--- config.mk ---
export PLATFORM = sky130hd
export DESIGN_NAME = rlsc_ctrl
export DESIGN_NICKNAME = d
export VERILOG_FILES = /design/src/rtl/core/rlsc_pkg.sv /design/src/rtl/core/rlsc_ctrl.sv
export SDC_FILE = /design/constraint.sdc
export NUM_CORES = 1
export LEC_CHECK = 0
export ABC_AREA = 1
export ABC_CLOCK_PERIOD_IN_PS = 2600
export BUFFER_PORTS_ARGS = -buffer_cell sky130_fd_sc_hd__buf_2
export CORE_AREA = 2 2 39 41
export DETAILED_ROUTE_END_ITERATION = 8
export DIE_AREA = 0 0 41 43
export PLACE_DENSITY = 0.61
export SETUP_SLACK_MARGIN = 0.05
export SYNTH_ARGS = -nofsm -noshare
export SYNTH_HDL_FRONTEND = slang
export SYNTH_SLANG_ARGS = --single-unit
export TNS_END_PERCENT = 30
--- constraint.sdc ---
create_clock -name clk -period 2.6 [get_ports clk]
set_clock_uncertainty 0.2 [all_clocks]
set_input_delay 0.13 -clock clk [delete_from_list [all_inputs] [get_ports clk]]
set_output_delay 0.13 -clock clk [all_outputs]
set_load 0.01 [all_outputs]
--- src/rtl/core/rlsc_pkg.sv ---
// ----------------------------------------------------------------------------
// rlsc_pkg
// Shared types and constants for the run-length stack with capacity.
// ----------------------------------------------------------------------------
package rlsc_pkg;

  // Run store geometry
  localparam int RUN_DEPTH = 1024;
  localparam int ADDR_W    = $clog2(RUN_DEPTH);
  localparam int PTR_W     = $clog2(RUN_DEPTH + 1);

  // Field widths
  localparam int CNT_W = 31;
  localparam int VAL_W = 32;
  localparam int RUN_W = VAL_W + CNT_W;

  // Operation codes
  typedef enum logic [1:0] {
    MODE_PUSH = 2'd0,
    MODE_POP  = 2'd1,
    MODE_TOP  = 2'd2,
    MODE_SIZE = 2'd3
  } mode_t;

  // Status codes reported with every result
  typedef enum logic [1:0] {
    STAT_OK    = 2'd0,
    STAT_FULL  = 2'd1,
    STAT_EMPTY = 2'd2
  } stat_code_t;

  // Controller states
  typedef enum logic [2:0] {
    ST_IDLE,
    ST_EXEC,
    ST_POP,
    ST_TOP,
    ST_DONE
  } state_t;

  // Commands from controller to datapath
  typedef struct packed {
    logic capture;      // latch input fields, clear top value
    logic push_commit;  // write new run, bump pointer and total
    logic set_full;     // latch FULL error
    logic set_empty;    // latch EMPTY error
    logic pop_start;    // reduce total, load remainder, read top run
    logic pop_step;     // drop or trim the run just read
    logic top_load;     // capture value of the top run
  } dp_cmd_t;

  // Status from datapath to controller
  typedef struct packed {
    logic  err;         // an error is latched
    mode_t mode;        // captured operation
    logic  push_over;   // total + count exceeds capacity
    logic  n_zero;      // count is zero
    logic  ptr_full;    // run store holds its maximum
    logic  pop_over;    // count exceeds total
    logic  top_empty;   // nothing to report on top
    logic  pop_drop;    // run read is consumed whole
    logic  pop_last;    // this drop finishes the pop
  } dp_stat_t;

endpackage

--- src/rtl/core/rlsc_ctrl.sv ---
// ----------------------------------------------------------------------------
// rlsc_ctrl
// Controller: sequences one transaction through decide, run walk and report.
// ----------------------------------------------------------------------------
module rlsc_ctrl (
  input  logic               clk,
  input  logic               rst,
  input  logic               start,
  output logic               busy,
  output logic               done,
  input  rlsc_pkg::dp_stat_t stat,
  output rlsc_pkg::dp_cmd_t  cmd
);

  rlsc_pkg::state_t state, state_next;

  // State register
  always_ff @(posedge clk) begin
    if (rst) begin
      state <= rlsc_pkg::ST_IDLE;
    end else begin
      state <= state_next;
    end
  end

  // Next state
  always_comb begin
    state_next = state;
    unique case (state)
      rlsc_pkg::ST_IDLE: begin
        if (start) state_next = rlsc_pkg::ST_EXEC;
      end
      rlsc_pkg::ST_EXEC: begin
        state_next = rlsc_pkg::ST_DONE;
        if (!stat.err) begin
          if (stat.mode == rlsc_pkg::MODE_POP && !stat.pop_over && !stat.n_zero) begin
            state_next = rlsc_pkg::ST_POP;
          end else if (stat.mode == rlsc_pkg::MODE_TOP && !stat.top_empty) begin
            state_next = rlsc_pkg::ST_TOP;
          end
        end
      end
      rlsc_pkg::ST_POP: begin
        if (!stat.pop_drop || stat.pop_last) state_next = rlsc_pkg::ST_DONE;
      end
      rlsc_pkg::ST_TOP:  state_next = rlsc_pkg::ST_DONE;
      rlsc_pkg::ST_DONE: state_next = rlsc_pkg::ST_IDLE;
      default:           state_next = rlsc_pkg::ST_IDLE;
    endcase
  end

  // Outputs and datapath commands
  always_comb begin
    cmd  = '0;
    busy = (state != rlsc_pkg::ST_IDLE);
    done = 1'b0;
    unique case (state)
      rlsc_pkg::ST_IDLE: begin
        cmd.capture = start;
      end
      rlsc_pkg::ST_EXEC: begin
        if (!stat.err) begin
          unique case (stat.mode)
            rlsc_pkg::MODE_PUSH: begin
              if (stat.push_over) begin
                cmd.set_full = 1'b1;
              end else if (!stat.n_zero) begin
                if (stat.ptr_full) cmd.set_full = 1'b1;
                else               cmd.push_commit = 1'b1;
              end
            end
            rlsc_pkg::MODE_POP: begin
              if (stat.pop_over)     cmd.set_empty = 1'b1;
              else if (!stat.n_zero) cmd.pop_start = 1'b1;
            end
            rlsc_pkg::MODE_TOP: begin
              cmd.set_empty = stat.top_empty;
            end
            rlsc_pkg::MODE_SIZE: begin
            end
            default: begin
            end
          endcase
        end
      end
      rlsc_pkg::ST_POP:  cmd.pop_step = 1'b1;
      rlsc_pkg::ST_TOP:  cmd.top_load = 1'b1;
      rlsc_pkg::ST_DONE: done = 1'b1;
      default: begin
      end
    endcase
  end

endmodule

; ---- Yosys cells after proc, flatten, opt, wreduce, memory -nomap -nowiden
; Index checks and enable logic that the tools add are counted.
[op_classes]
eq_ne = 8
mux = 23
n_reduce_logical = 12
[op_table]
columns = op, n
row1 = $mux 3, 5
row2 = $mux 1, 12
row3 = $pmux 3 s4, 1
row4 = $mux 4, 2
row5 = $eq 3x2->1 const B, 2
row6 = $logic_not 1->1, 4
row7 = $mux 2, 2
row8 = $ne 2x2->1 const B, 2
row9 = $eq 3x1->1 const B, 1
row10 = $eq 3x3->1 const B, 1
row11 = $logic_and 1x1->1, 3
row12 = $logic_not 3->1, 1
row13 = $reduce_bool 3->1, 1
row14 = $eq 2x1->1 const B, 1
row15 = $eq 2x2->1 const B, 1
row16 = $logic_not 2->1, 1
row17 = $pmux 1 s2, 1
row18 = $reduce_and 2->1, 1
row19 = $logic_or 1x1->1, 1
[word_totals]
regBits = 3
output_inout_bits = 9
word_cells = 44

; ---- Longest topological paths before layout
[logic_depth]
word_depth = 6
mapped_depth = 6
depth_no_buf = 6

; ---- Worst setup path after synthesis
; Ideal clock, no wire load.
[synth_timing]
kind = register to output
startpoint = register state[0]
endpoint = output port cmd[4] (netlist bit)
arrival_ns = 0.939
required_time_ns = 2.270
path_slack_ns = 1.331
stages_incl_launch_ff = 5
n_path_buf = 0
cell_sequence = dfxtp_1 -> inv_1 -> nor3_4 -> nand2_1 -> nor3_1
[synth_lines]
columns = item, line_no
row1 = from (decl), rlsc_ctrl.sv:15  ; rlsc_pkg::state_t state, state_next;
row2 = from (signal assigned), rlsc_ctrl.sv:20  ; state <= rlsc_pkg::ST_IDLE;
row3 = from (signal assigned), rlsc_ctrl.sv:22  ; state <= state_next;
row4 = to (decl), rlsc_ctrl.sv:12  ; output rlsc_pkg::dp_cmd_t cmd

==> flow_summary_export.csv <==
group,metric,value,unit
outcome,result_of_the_run,"finished, final reports clean",
worst_setup_path,timing.critical_path.slowest_stage_cell,"dfxtp_1",
worst_setup_path,timing.critical_path.cells,"inv_1 > nor3_4 > nand2_1 > nor3_1 > buf_2",
routing,drt_pre_antenna_iters,4,
timing,finalHoldViolCount,0,
routing,ant_nets,0,
yosys,synth_compound_area_share,8.71,%
routing,routed-via-count,429,
clocking,clock_tree.htree_level_count,1,
clocking,clockRootBuffer,"clkbuf_4",
yosys,synthDistinctLibCells,10,
cells_and_area,largest_register_ffs,3,
clocking,cts_inserted_buffers,3,
clocking,post-cts-setup-buffer-count,0,
routing,routed_wl,762,um
floorplan,floorplan.initialDensity,23.9,%
cells_and_area,mostFrequentLayoutCell,"buf_2",
timing,timing.final.ws_setup,1.01,ns
routing,drt_first_iter_violations,1,
yosys,syn-cell-area,330,sq um
timing,post-route-period-util,61.1,%
worst_setup_path,critical_path_required,2.27,ns
pwr,total_power,0.204,mW
floorplan,io_pins,22,
grt,grt_start_max_net_pins,5,
yosys,ys_ff_latch,3,
clocking,insertion_delay,0.23,ns
cells_and_area,postLayoutCoreUtil,35.5,%
timing,rsz_0062_raised_after_global_routing,"false",
timing,timing_max_transition_violations_final,0,
cells_and_area,finish.cell_count_without_fillers,101,
grt,first_global_vias,358,
pwr,max-vdd-ir-drop,114,uV
cells_and_area,post_route_cells_drive_above_1_share,29.4,%
timing,timing.setup.tns,0,ns
routing,wl_per_cell,7.54,um
floorplan,dieArea,0.00176,sq mm
cells_and_area,largestRegisters,"state (3)",
pwr,power.density,414,mW/mm^2
flow_run,timing.max_cap.violations,0,
yosys,synthMuxAreaShare,0,%
worst_hold_path,worst_hold_path_type,"input port to register",
cells_and_area,mostFrequentLayoutCells,"buf_2 (21), inv_1 (14), nor2_1 (14), nand2_1 (10), nand3_1 (7)",
yosys,yosys.area_share.xor_xnor,0,%
routing,drcViolationCount,0,
yosys,yosys.area_share.adder,11.4,%
timing,worst_hold_slack,0.0326,ns
worst_setup_path,critPathMaxFanout,4,
timing,worstMarginPinSlew,0.188,ns
yosys,synth_seq_area_share,18.2,%
pwr,p_leak,0.293,nW
placed_design,detailed_place.area,455,sq um
clocking,clock_pin_slew_reported_for_the_worst_setup_and_hold_paths_after_clock_tree_synthesis,0.03,ns
cells_and_area,registers.top_by_ff_count,"state",
floorplan,fp.dieH,43,um
placed_design,global_placement_routability_congestion,0.727,
yosys,main_combinational_cell_family_by_area_after_synthesis,"simple AND/OR/NAND/NOR gates",
worst_setup_path,critPathLaunchType,"register",
cells_and_area,n_antenna_cell,0,
timing,fmax,0.629,GHz
cells_and_area,nets,102,
floorplan,standard_cell_row_count,14,
yosys,post_synth_inst_count,59,
timing,timing.final.setup_violations,0,
yosys,synth_nets,75,
timing,finalWorstPathRequiredPeriod,1.59,ns
placed_design,dp_cells,96,
placed_design,dp.final_hpwl,678,um
worst_setup_path,slowest_delay,0.34,ns
cells_and_area,area.growth.synth_to_final,48.9,%
floorplan,die_width,41,um
yosys,yosys_warnings,0,
grt,globalRouteOverflowTotal,0,
worst_setup_path,cp.arrival,1.26,ns
clocking,clockBufferDepth,2,
floorplan,core-area,0.00138,sq mm
grt,antenna_violations_before_repair,0,
timing,relSlewSlack,87.4,%
worst_setup_path,r2r_slack,1.44,ns
placed_design,preCtsSetupSlack,1.25,ns
worst_setup_path,endpoint_kind,"output pin",
grt,grt_first_pass_wirelength,1260,um
routing,avgViaCountPerCell,4.25,
yosys,synth-simple-area-share,45.8,%
worst_setup_path,path_class,"register to output pin",
clocking,tritoncts_clock_tree,"built",
clocking,clock_sink_count,3,
cells_and_area,final_area,492,sq um
yosys,post_synth.cell_area_avg,5.60,sq um
placed_design,numPortBuffers,21,
grt,globalRouteTotalUtil,10.4,%
cell type report:
type | instances | area, sq um
fill | 154 | 892
multi-input combinational | 42 | 218
timing repair buffer | 22 | 115
sequential | 3 | 60.1
inverter | 14 | 52.6
clock buffer | 4 | 26.3
tap | 16 | 20.0
where the power goes:
| group | internal (mW) | switching [mW] | leakage, nW |
|---|---|---|---|
| Sequential | 0.0510 | 0.00465 | 0.0246 |
| Combinational | 0.0287 | 0.0384 | 0.253 |
| Clock | 0.0575 | 0.0235 | 0.0150 |
kinds of logic (layout without fill, tap and decap cells):
family / count (synthesis) / in the layout
AND/OR/NAND/NOR: 34 / 34
buffers and inverters: 14 / 40
AO/OA/AOI/OAI: 5 / 5
adder cells (fa/ha/maj): 3 / 3
flip-flops: 3 / 3
timing repair:
item                                    in CTS  in global routing
resized for setup                            0                  0
endpoints found under the hold margin        2                  0
endpoints found under the setup margin       0                  0
hold buffers                                 1                  0
worst max-delay path: cells and delay by family (launching register included):
kind          cells  cell delay [ns]
buf+inv           2             0.25
flops             1             0.34
simple gates      3             0.44
final timing paths:
path,from,endpoint,depth (start not counted)
setup / recovery,state[0],cmd[4],5
hold / removal,stat[2],state[0],4
setup reg to reg,state[1],state[2],5
hold reg to reg,state[0],state[0],3
per-layer routing:
metal	part of all wire (%)	wire length (um)	vias up	GRT usage, %
met5	0	0	-	0
met4	1.4	11	0	8.00
met3	7.7	59	2	2.09
met2	47	357	18	15.3
met1	44	333	177	12.5
li1	-	-	232	-
cell usage after synthesis, drive strengths merged:
library cell,instances,area (sq um)
nor2,14,52.6
nand3,7,35.0
inv,14,52.6
nor3,3,26.3
ha,3,37.5
a21oi,4,20.0
nand2,10,37.5
a22o,1,8.76
dfxtp,3,60.1
Power figures use the tool's default switching activity.
